$ cat config.mk
export PLATFORM = sky130hd
export DESIGN_NAME = wildcard_glob_matcher
export DESIGN_NICKNAME = d
export VERILOG_FILES = /design/src/hw/rtl/wgm_pkg.sv /design/src/hw/rtl/wgm_nfa.sv /design/src/hw/rtl/wildcard_glob_matcher.sv
export SDC_FILE = /design/constraint.sdc
export NUM_CORES = 1
export LEC_CHECK = 0
export BUFFER_PORTS_ARGS = -buffer_cell sky130_fd_sc_hd__buf_2
export CAP_MARGIN = 20
export CORE_ASPECT_RATIO = 0.5
export CORE_MARGIN = 5
export CORE_UTILIZATION = 55
export CTS_CLUSTER_DIAMETER = 80
export DETAILED_ROUTE_END_ITERATION = 10
export HOLD_SLACK_MARGIN = 0.05
export PLACE_DENSITY = 0.78
export SLEW_MARGIN = 10
export SYNTH_ARGS = -nofsm -noshare
export SYNTH_HDL_FRONTEND = slang
export SYNTH_SLANG_ARGS = --single-unit
export TNS_END_PERCENT = 1
$ cat constraint.sdc
create_clock -name clk -period 4.5 [get_ports clk]
set_input_delay 0.9 -clock clk [delete_from_list [all_inputs] [get_ports clk]]
set_output_delay 0.9 -clock clk [all_outputs]
set_load 0.02 [all_outputs]
$ cat src/hw/rtl/wgm_pkg.sv
// Shared types and constants for the wildcard glob matcher.
// No dependencies; used by wgm_nfa and wildcard_glob_matcher.
package wgm_pkg;

	localparam int MAX_PATTERN_DEF = 32;
	localparam int SYM_W = 8;

	localparam logic [SYM_W-1:0] SYM_STAR = 8'h2A;
	localparam logic [SYM_W-1:0] SYM_ANY  = 8'h3F;

	typedef enum logic [1:0] {
		CMD_CLEAR  = 2'd0,
		CMD_APPEND = 2'd1,
		CMD_TEXT   = 2'd2,
		CMD_END    = 2'd3
	} cmd_t;

	// one word handed to the matcher core in the cycle it is processed
	typedef struct packed {
		logic             en;
		cmd_t             cmd;
		logic [SYM_W-1:0] sym;
	} op_t;

	typedef struct packed {
		logic matched;
		logic overflow;
	} res_t;

endpackage

$ cat src/hw/rtl/wgm_nfa.sv
// Pattern store and bit-parallel live-position set of the glob matcher.
// Depends on wgm_pkg.
module wgm_nfa #(
	parameter int MAX_PATTERN = wgm_pkg::MAX_PATTERN_DEF
) (
	input  logic          clk,
	input  logic          arst_n,
	input  wgm_pkg::op_t  op,
	output wgm_pkg::res_t res
);

	localparam int W = MAX_PATTERN + 1;

	logic [wgm_pkg::SYM_W-1:0] pat_q [MAX_PATTERN];
	logic [MAX_PATTERN-1:0] act_q;
	logic [MAX_PATTERN-1:0] star_q;
	logic [MAX_PATTERN-1:0] any_q;
	logic [W-1:0]           live_q;
	logic                   ovf_q;

	logic [MAX_PATTERN-1:0] slot;
	logic [MAX_PATTERN-1:0] hit;
	logic [MAX_PATTERN-1:0] star_act;
	logic [W-1:0]           prop;
	logic [W-1:0]           closed;
	logic [W-1:0]           nxt;
	logic [W-1:0]           end_mask;
	logic                   full;

	// slot is the first unused entry, one-hot
	assign slot = ~act_q & ((act_q << 1) | MAX_PATTERN'(1));

	assign full     = act_q[MAX_PATTERN-1];
	assign star_act = act_q & star_q;

	// star closure as a carry chain: a live bit inside a run of stars
	// ripples through the run and one position past it
	assign prop   = {1'b0, star_act};
	assign closed = live_q | (((live_q & prop) + prop) ^ prop);

	always_comb begin
		for (int i = 0; i < MAX_PATTERN; i++) begin
			hit[i] = act_q[i] && !star_q[i] && (any_q[i] || (pat_q[i] == op.sym));
		end
	end

	assign nxt      = {closed[MAX_PATTERN-1:0] & hit, 1'b0}
	                | {1'b0, closed[MAX_PATTERN-1:0] & star_act};
	assign end_mask = {act_q, 1'b1} & ~{1'b0, act_q};

	assign res.matched  = |(closed & end_mask);
	assign res.overflow = ovf_q;

	always_ff @(posedge clk or negedge arst_n) begin
		if (!arst_n) begin
			act_q  <= '0;
			ovf_q  <= 1'b0;
			live_q <= W'(1);
		end else if (op.en) begin
			case (op.cmd)
				wgm_pkg::CMD_CLEAR: begin
					act_q  <= '0;
					ovf_q  <= 1'b0;
					live_q <= W'(1);
				end
				wgm_pkg::CMD_APPEND: begin
					if (full) begin
						ovf_q <= 1'b1;
					end else begin
						act_q <= act_q | slot;
					end
					live_q <= W'(1);
				end
				wgm_pkg::CMD_TEXT: begin
					live_q <= nxt;
				end
				wgm_pkg::CMD_END: begin
					live_q <= W'(1);
				end
				default: begin
					live_q <= live_q;
				end
			endcase
		end
	end

	// pattern entries hold no reset; only entries marked active are used
	always_ff @(posedge clk) begin
		for (int i = 0; i < MAX_PATTERN; i++) begin
			if (op.en && op.cmd == wgm_pkg::CMD_APPEND && slot[i]) begin
				pat_q[i]  <= op.sym;
				star_q[i] <= (op.sym == wgm_pkg::SYM_STAR);
				any_q[i]  <= (op.sym == wgm_pkg::SYM_ANY);
			end
		end
	end

endmodule

$ cat src/hw/rtl/wildcard_glob_matcher.sv
// Top level of the streaming glob matcher: input register, core, result register.
// Depends on wgm_pkg and wgm_nfa.
//
// Streaming glob matcher. Clear the pattern, append its bytes one word at a
// time ('*' matches any run, '?' any one byte), then send text bytes and an
// end-of-text word; the end-of-text word returns one result with matched and
// the sticky pattern_overflow flag. Appends beyond MAX_PATTERN are dropped and
// set the flag until the next clear; clear and append also restart a text.
// The block takes one word every cycle; a result is offered from the result
// register once its end-of-text word has passed the input register and the core,
// and an end-of-text word waits only while an unread result still holds the result
// register. That rate is set by the live-position update, one star-closure carry
// chain and one byte compare per pattern entry, which updates the live set for a
// text byte combinationally. No clearing pass follows reset.
module wildcard_glob_matcher #(
	parameter int MAX_PATTERN = wgm_pkg::MAX_PATTERN_DEF
) (
	input  logic                      clk,
	input  logic                      arst_n,
	input  logic                      in_valid,
	output logic                      in_ready,
	input  logic [1:0]                command,
	input  logic [wgm_pkg::SYM_W-1:0] symbol,
	output logic                      out_valid,
	input  logic                      out_ready,
	output logic                      matched,
	output logic                      pattern_overflow
);

	logic                      vld_s1;
	wgm_pkg::cmd_t             cmd_s1;
	logic [wgm_pkg::SYM_W-1:0] sym_s1;
	logic                      out_vld_q;
	wgm_pkg::res_t             res_q;
	wgm_pkg::res_t             res;
	wgm_pkg::op_t              op;
	logic                      adv;

	// an end-of-text word waits only while the result register is still full
	assign adv = vld_s1 && (cmd_s1 != wgm_pkg::CMD_END || !out_vld_q || out_ready);
	assign in_ready = !vld_s1 || adv;

	assign op.en  = adv;
	assign op.cmd = cmd_s1;
	assign op.sym = sym_s1;

	always_ff @(posedge clk or negedge arst_n) begin
		if (!arst_n) begin
			vld_s1 <= 1'b0;
		end else if (in_ready) begin
			vld_s1 <= in_valid;
		end
	end

	always_ff @(posedge clk) begin
		if (in_valid && in_ready) begin
			cmd_s1 <= wgm_pkg::cmd_t'(command);
			sym_s1 <= symbol;
		end
	end

	wgm_nfa #(
		.MAX_PATTERN(MAX_PATTERN)
	) u_nfa (
		.clk   (clk),
		.arst_n(arst_n),
		.op    (op),
		.res   (res)
	);

	always_ff @(posedge clk or negedge arst_n) begin
		if (!arst_n) begin
			out_vld_q <= 1'b0;
		end else if (adv && cmd_s1 == wgm_pkg::CMD_END) begin
			out_vld_q <= 1'b1;
		end else if (out_ready) begin
			out_vld_q <= 1'b0;
		end
	end

	always_ff @(posedge clk) begin
		if (adv && cmd_s1 == wgm_pkg::CMD_END) begin
			res_q <= res;
		end
	end

	assign out_valid        = out_vld_q;
	assign matched          = res_q.matched;
	assign pattern_overflow = res_q.overflow;

endmodule

Yosys cells after proc, flatten, opt, wreduce, memory -nomap -nowiden
Memory sizes are Yosys's and may differ from the RTL's.
Cells that the tools add are included.

storage, ports and cells
  register bits after elaboration = 144
  memory bits (writable) = 256
  bits of input ports = 14
  memories kept = 1

memories
  name         words  bits a word  read ports  clocked after memory_dff  write ports  line           text
  u_nfa.pat_q  32     8            32          0                         16           wgm_nfa.sv:14  logic [wgm_pkg::SYM_W-1:0] pat_q [MAX_PATTERN];

operators by class
  add/sub/neg operators = 1
  equality and inequality tests = 40
  muxes and demuxes = 119
  bitwise operators = 13
  reductions and logical operators = 193

operators with widths
  operator            count
  $eq 8x8->1          32
  $and 32x32->32      4
  $mux 8              16
  $reduce_or 8->1     16
  $logic_and 1x1->1   100
  $mux 1              83
  $mux 5              16
  $and 33x33->33      2
  $pmux 33 s2         1
  $pmux 32 s2         1
  $logic_or 1x1->1    35
  $logic_not 1->1     34
  $add 33x32->33      1
  $and 33x32->33      1
  $not 32->33         1
  $or 33x32->33       1
  $or 33x33->33       1
  $reduce_or 33->1    1
  $xor 33x32->33      1
  $mux 32             1
  $not 32->32         1
  $or 32x32->32       1
  $eq 8x6->1 const B  2
  $reduce_and 3->1    2
  other kinds (9)     12

Longest topological paths before layout
Gate-level depths: netlist (run 1).

  depth in word-level cells = 10
  gate-level depth with buffers = 13

Cells and area by module
Synthesis (run 1) repeated with hierarchy kept, for this count alone.

unflattened totals
  cells, all modules = 1,504
  area total of the unflattened synthesis = 18,765.5 um^2

modules (own cells, without submodules)
  module                 instances  cells an instance  area an instance (um^2)
  wgm_nfa                1          1,481              18,293.8
  wildcard_glob_matcher  1          23                 471.7

Worst setup path after synthesis (run 1)
No wires, ideal clock.

  kind = flip-flop to flip-flop
  start point = register sym_s1[3] in the netlist's numbering
  end point = register u_nfa.star_q[0] (data pin)
  library setup time = 0.539 ns
  arrival = 3.840 ns
  slack = 0.121 ns
  stages on the path, launching flop included = 6
  buffers on the path = 3
  clock period less this slack = 4.379 ns
  path through = edfxtp_1 > clkbuf_1 > clkbuf_1 > buf_1 > nand4_1 > nor4_1

on the way
  word-level cells in the longest chain between the ends = 1

RTL lines
  element                          line                         text
  from (decl)                      wildcard_glob_matcher.sv:32  logic [wgm_pkg::SYM_W-1:0] sym_s1;
  from (signal assigned)           wildcard_glob_matcher.sv:58  sym_s1 <= symbol;
  $eq 8x6->1                       wgm_nfa.sv:92                star_q[i] <= (op.sym == wgm_pkg::SYM_STAR);
  to (signal, indexed assignment)  wgm_nfa.sv:92
  to (decl)                        wgm_nfa.sv:16                logic [MAX_PATTERN-1:0] star_q;

No other way between the ends.
A chain may end at the register's enable or synchronous reset.

==> summary.txt, run 1 <==
Run status
  • Outcome: completed

STA
  • RSZ-0062 raised after global routing: no
  • Slew Limit Fails: 0
  • Slew of the pin with the lowest slew margin: 1.07 ns
  • Final Cycle Share: 84.9%
  • Setup violators final: 0
  • Max-slew headroom: 28.9%
  • Fin Setup TNS: 0 ns
  • Fin worst setup slack: 0.680 ns
  • Final min period: 3.82 ns
  • Fin Hold WS: 0.429 ns
  • Max Fclk: 262 MHz
  • Final hold vios: 0
  • Setup Skew: 0.0258 ns

Die
  • Initial Util: 55.7%
  • IO Pins: 18
  • Die ar.: 37400 um^2
  • Die H: 139 um
  • Std cell rows: 47
  • Die X: 268 um
  • Core Region: 33000 um^2

Routing
  • Via-per-instance ratio: 6.39
  • Routed Antenna Nets: 0
  • Vias: 12500
  • First DRT Iteration DRCs: 1726
  • Drt first pass iters: 6
  • DR DRC count: 0
  • Routed wire per std cell: 24.3 um
  • Total Wirelength: 47.6 mm

Synthesis
  • #FFs+latches synth: 400
  • Register area share after synthesis: 63.5%
  • Post-synth ARST share: 17.0%
  • Post-Syn Area: 18400 um^2
  • Warnings, synthesis: 0
  • Syn Nets: 1473
  • Top FF cell, synth: edfxtp_1
  • Mapped Cells: 1458
  • Distinct cell type count after synthesis: 67
  • Syn_area_per_cell: 12.6 um^2
  • Post-synth EDFFs: 332

Layout
  • Synth-to-layout area growth: 11.1%
  • Antenna cells: 0
  • # nets final: 1505
  • Share of layout cells above drive strength 1: 9.55%
  • Core Util, Final: 61.9%

Power and ir drop
  • Tot Pwr: 0.00760 W
  • Peak supply drop: 0.000225 V
  • PwrDens: 372 nW/um^2
  • Leakage: 7.09 nW

Placement
  • Buffers added on ports: 17
  • Hpwl dp: 31.8 mm
  • GPL Wtd Cong: 0.994
  • Post-place setup slack: 0.792 ns

Clock network
  • Clk buf depth: 3
  • Clock Latency Late Sink: 0.55 ns
  • Reg clk slew, reported paths: 0.07 ns
  • CTS Root Cell: clkbuf_16
  • Setup Buffers After CTS: 0
  • Post-CTS resize count: 0
  • CTS hold repair buffers: 0
  • Num CTS Buffers: 36
  • H-tree depth: 2
  • Clock sink total: 400
  • CTS tree: done

Global routing
  • First-pass GRT wire length: 73.7 mm
  • Met1 GRT Util: 40.0%
  • GRT overflow: 0
  • Gr busiest metal: met1
  • Total GRT Usage: 25.4%
  • Vias in the first global route: 12300
  • Antenna violations before repair: 1
  • GR Util met2: 36.9%
  • Met3 Track Usage GR: 5.17%
  • Largest net degree at the start of global routing: 39

Worst setup path
  • CP Launch Type: flop
  • CP arrival: 4.10 ns
  • Worst path required time: 4.78 ns
  • Crit path kind: flop to flop
  • Crit path max fanout: 7
  • R2R Path Start: u_nfa.act_q[0]$_DFFE_PN0P_
  • CP endpoint kind: flop
  • Worst R2R Setup Slack: 0.68 ns
  • Reg2Reg Capture Point: matched$_DFFE_PP_
  • Reg2Reg Depth: 11

Job
  • Max_cap viols: 0

Min path
  • Hold Path Class: input pin to async pin
-- synth_stat cells, types with 5 or more instances --
| cell | n | area [um^2] |
|---|---|---|
| or4_1 | 5 | 37.5 |
| a21oi_1 | 92 | 460 |
| o21ai_0 | 49 | 245 |
| and3_1 | 19 | 119 |
| or3_1 | 6 | 37.5 |
| nor3b_1 | 13 | 97.6 |
| nand3b_1 | 13 | 97.6 |
| xor2_1 | 256 | 2240 |
| o32ai_1 | 5 | 43.8 |
| nand2_1 | 64 | 240 |
| a22o_1 | 14 | 123 |
| and2_1 | 6 | 37.5 |
| a31oi_1 | 36 | 225 |
| nand2b_1 | 17 | 106 |
| clkbuf_1 | 70 | 263 |
| nor3_1 | 37 | 185 |
| buf_1 | 5 | 18.8 |
| o2111ai_1 | 5 | 43.8 |
| nand3_1 | 15 | 75.1 |
| o211ai_1 | 5 | 37.5 |
| o31ai_1 | 5 | 37.5 |
| o22ai_1 | 10 | 62.6 |
| a211oi_1 | 7 | 52.6 |
| dfrtp_1 | 67 | 1680 |
| a32oi_1 | 5 | 43.8 |
| inv_1 | 16 | 60.1 |
| nor2b_1 | 14 | 87.6 |
| or2_2 | 7 | 43.8 |
| nor2_1 | 96 | 360 |
| nor4b_1 | 12 | 105 |
| nand4_1 | 9 | 56.3 |
| nor4_1 | 78 | 488 |
| edfxtp_1 | 332 | 9970 |
-- per-layer routing --
metal	up-vias	share of wire [%]
met5	-	0
met2	637	43
met1	6265	46
met4	0	1.8
met3	78	8.8
li1	5536	-
-- worst max path at each step --
stage,startpoint,cells past startpoint,endpoint,slack [ns]
floorplan,sym_s1[3]$_DFFE_PP_,5,u_nfa.star_q[0]$_DFFE_PP_,0.12
global placement,u_nfa.act_q[0]$_DFFE_PN0P_,11,matched$_DFFE_PP_,1.01
detailed placement,u_nfa.act_q[0]$_DFFE_PN0P_,11,matched$_DFFE_PP_,0.79
CTS,u_nfa.act_q[0]$_DFFE_PN0P_,11,matched$_DFFE_PP_,0.78
global route,u_nfa.act_q[1]$_DFFE_PN0P_,12,matched$_DFFE_PP_,0.39
finish,u_nfa.act_q[0]$_DFFE_PN0P_,11,matched$_DFFE_PP_,0.68
-- stage by stage --
step	std cells	cell area (um^2)
after floorplan	1458	18400
after global placement	1892	19200
after detailed placement	1892	19200
after CTS	1958	20400
after global routing	1959	20400
final	1959	20400
-- cell usage in the layout, fill, tap and decap left out, drive strengths merged, types with 5 or more instances in the layout --
cell	n
o21ai	52
buf	74
dfrtp	67
or3	6
o2111ai	5
a211oi	7
o31ai	5
nor4b	12
clkinv	15
nand2	64
clkbuf	47
nor2	96
a31oi	36
a22o	14
nand4	9
nor3	37
nand2b	17
or4	5
nor4	78
xor2	256
o22ai	10
or2	7
nand3	15
nor2b	14
a21oi	92
nand3b	13
and3	19
inv	16
and2	6
o32ai	5
o211ai	5
a32oi	5
nor3b	13
edfxtp	332
-- sequential cells by signal, summed over array words and instances (netlist names) --
register / flops
pattern_overflow: 1
vld_s1: 1
u_nfa.ovf_q: 1
u_nfa.star_q: 32
matched: 1
u_nfa.pat_q: 256
sym_s1: 8
u_nfa.live_q: 33
cmd_s1: 2
out_valid: 1
u_nfa.any_q: 32
u_nfa.act_q: 32
-- worst max-delay path: stages, from the launching register on --
cell and delay (ns):
dfrtp_1 0.44, and3_1 0.21, ha_1 0.22, nor3_1 0.13, a221oi_1 0.20, a31oi_1 0.37
o21ai_1 0.28, a311oi_1 0.57, o22ai_1 0.16, or4_1 0.49, nor4_1 0.41, nand2_1 0.09
-- logic make-up (layout without fill, tap and decap cells) --
group,count (synthesis),in the layout,share of synthesized area (%)
XOR/XNOR,256,256,12.2
AO/OA/AOI/OAI,285,285,9.88
AND/OR/NAND/NOR,420,420,12.3
adder cells (fa/ha/maj),1,1,0.0681
flip-flops,400,400,63.5
buffers and inverters,96,156,2.03
-- cell type report --
class / instances / area, um^2
Clock inverter: 19 / 154
Clock buffer: 47 / 1010
Timing Repair Buffer: 74 / 621
Multi-Input combinational cell: 962 / 6340
Sequential cell: 400 / 11700
Tap cell: 441 / 552
Fill cell: 2459 / 12600
Inverter: 16 / 60.1
-- report_power, final --
part	switching (W)	internal, W	leakage, nW	total (W)
sequential	0.0000751	0.00405	3.96	0.00412
clock	0.00135	0.00172	0.566	0.00307
combinational	0.000265	0.000140	2.56	0.000404
total	0.00169	0.00590	7.09	0.00760
Power figures use the tool's default switching activity.
==> run 2, diff against run 1 <==
==> constraint.sdc (replaced) <==
create_clock -name clk -period 3.2 [get_ports clk]
set_input_delay 0.64 -clock clk [delete_from_list [all_inputs] [get_ports clk]]
set_output_delay 0.64 -clock clk [all_outputs]
set_load 0.02 [all_outputs]
==> summary.txt, run 2 (same netlist as run 1, synthesis figures left out) <==
Die
  • Die ar.: 37400 um^2
  • Initial Util: 55.7%
  • Core Region: 33000 um^2
  • IO Pins: 18
  • Die H: 139 um
  • Std cell rows: 47
  • Die X: 268 um

STA
  • Final hold vios: 0
  • Final min period: 3.11 ns
  • Fin Setup TNS: 0 ns
  • RSZ-0062 raised after global routing: yes
  • Final Cycle Share: 97.1%
  • Setup violators final: 0
  • Max Fclk: 322 MHz
  • Max-slew headroom: 37.3%
  • Slew of the pin with the lowest slew margin: 0.917 ns
  • Slew Limit Fails: 0
  • Setup Skew: 0.0175 ns

Global routing
  • Antenna violations before repair: 0
  • First-pass GRT wire length: 76.9 mm
  • Total GRT Usage: 26.8%
  • GRT overflow: 0
  • Largest net degree at the start of global routing: 66
  • Vias in the first global route: 12800

Layout
  • Fillers: 2419
  • Largest register FFs: 256
  • Share of layout cells above drive strength 1: 15.0%
  • Core Util, Final: 64.3%
  • Top reg by flops: u_nfa.pat_q
  • Most common cell after layout, fill and taps aside: edfxtp_1
  • Layout Cells excl Fill: 2037
  • # nets final: 1583
  • Most frequent cells in the layout: 332 x edfxtp_1, 256 x xor2_1, 123 x buf_4
  • Largest regs: u_nfa.pat_q: 256 flops, u_nfa.live_q: 33 flops
  • Synth-to-layout area growth: 15.4%
  • Antenna cells: 0

Clock network
  • H-tree depth: 2
  • Num CTS Buffers: 37
  • CTS tree: done
  • Clock sink total: 400
  • Reg clk slew, reported paths: 0.07 ns
  • CTS Root Cell: clkbuf_16
  • CTS hold repair buffers: 0
  • Clk buf depth: 3
  • Clock Latency Late Sink: 0.54 ns

Routing
  • Vias: 12700
  • Via-per-instance ratio: 6.23
  • DR DRC count: 0
  • Drt first pass iters: 5
  • Routed Antenna Nets: 0
  • Total Wirelength: 50.3 mm
  • First DRT Iteration DRCs: 1365
  • Routed wire per std cell: 24.7 um

Worst setup path
  • CP Launch Type: flop
  • CP endpoint kind: flop
  • Crit path kind: flop to flop
  • Worst path required time: 3.49 ns
  • Crit path max fanout: 2
  • CP arrival: 3.39 ns

Placement
  • GPL Wtd Cong: 0.988
  • Placed insts: 1968
  • Hpwl dp: 33.2 mm
  • Buffers added on ports: 17

Min path
  • Hold Path Class: input pin to async pin

Power and ir drop
  • Leakage: 7.55 nW
  • Peak supply drop: 0.000434 V
  • PwrDens: 522 nW/um^2
  • Tot Pwr: 0.0111 W

Job
  • Max_cap viols: 0

Run status
  • Outcome: completed
run 2: report_power, final:
group | internal (W) | leakage, nW | total, W | switching, W
Combinational | 0.000226 | 2.96 | 0.000665 | 0.000439
Sequential | 0.00569 | 3.97 | 0.00575 | 0.0000548
Clock | 0.00270 | 0.611 | 0.00465 | 0.00195
run 2: worst paths after layout:
check	to	start	slack, ns	depth (start not counted)
max in group asynchronous	u_nfa.live_q[0]$_DFFE_PN1P_	arst_n	2.26	2
min in group clk	sym_s1[5]$_DFFE_PP_	symbol[5]	0.28	1
worst max-delay path	matched$_DFFE_PP_	u_nfa.live_q[0]$_DFFE_PN1P_	0.09	11
worst min register to register	pattern_overflow$_DFFE_PP_	u_nfa.ovf_q$_DFFE_PN0P_	0.47	0
worst min-delay path	u_nfa.live_q[8]$_DFFE_PN0P_	arst_n	0.17	1
worst max register to register	matched$_DFFE_PP_	u_nfa.live_q[0]$_DFFE_PN1P_	0.09	11
run 2: layer usage:
metal / track usage (%) / vias up / part of all wire (%)
met1: 40.2 / 6391 / 46
li1: - / 5698 / -
met4: 6.32 / 0 / 2.1
met3: 5.73 / 81 / 7.7
met5: 0 / - / 0
met2: 40.6 / 521 / 45
run 2: through the flow:
stage | worst slack, ns | hold WS (ns) | area, um^2
after detailed placement | -0.0476 | 0.448 | 19800
after global routing | -0.0345 | 0.214 | 21200
final | 0.0943 | 0.168 | 21200
after floorplan | -0.139 | 0.344 | 18400
after CTS | 0.00456 | 0.165 | 21100
after global placement | -0.0270 | 0.440 | 19800
run 2: cell type report:
class	instances	area (um^2)	area share, %
Clock buffer	48	1030	4.86
Clock inverter	19	236	1.12
Inverter	16	60.1	0.283
Multi-Input combinational cell	962	6440	30.4
Sequential cell	400	11700	55.0
Tap cell	441	552	2.60
Timing Repair Buffer	151	1210	5.72
run 2: timing repair:
action                                  CTS  global route
pin swaps                                 1             3
endpoints found under the setup margin    1             8
resized for setup                         1            14
buffers inserted                          0             1
run 2: worst max-delay path: stages, from the launching register on:
cell and delay (ns):
dfstp_2 0.53, and3_1 0.18, ha_1 0.26, nor2_2 0.10
or3_1 0.14, o2111ai_1 0.15, nor3_2 0.17, o2111ai_1 0.15
or3_1 0.41, or4_1 0.56, nor4_2 0.14, nand2_1 0.08
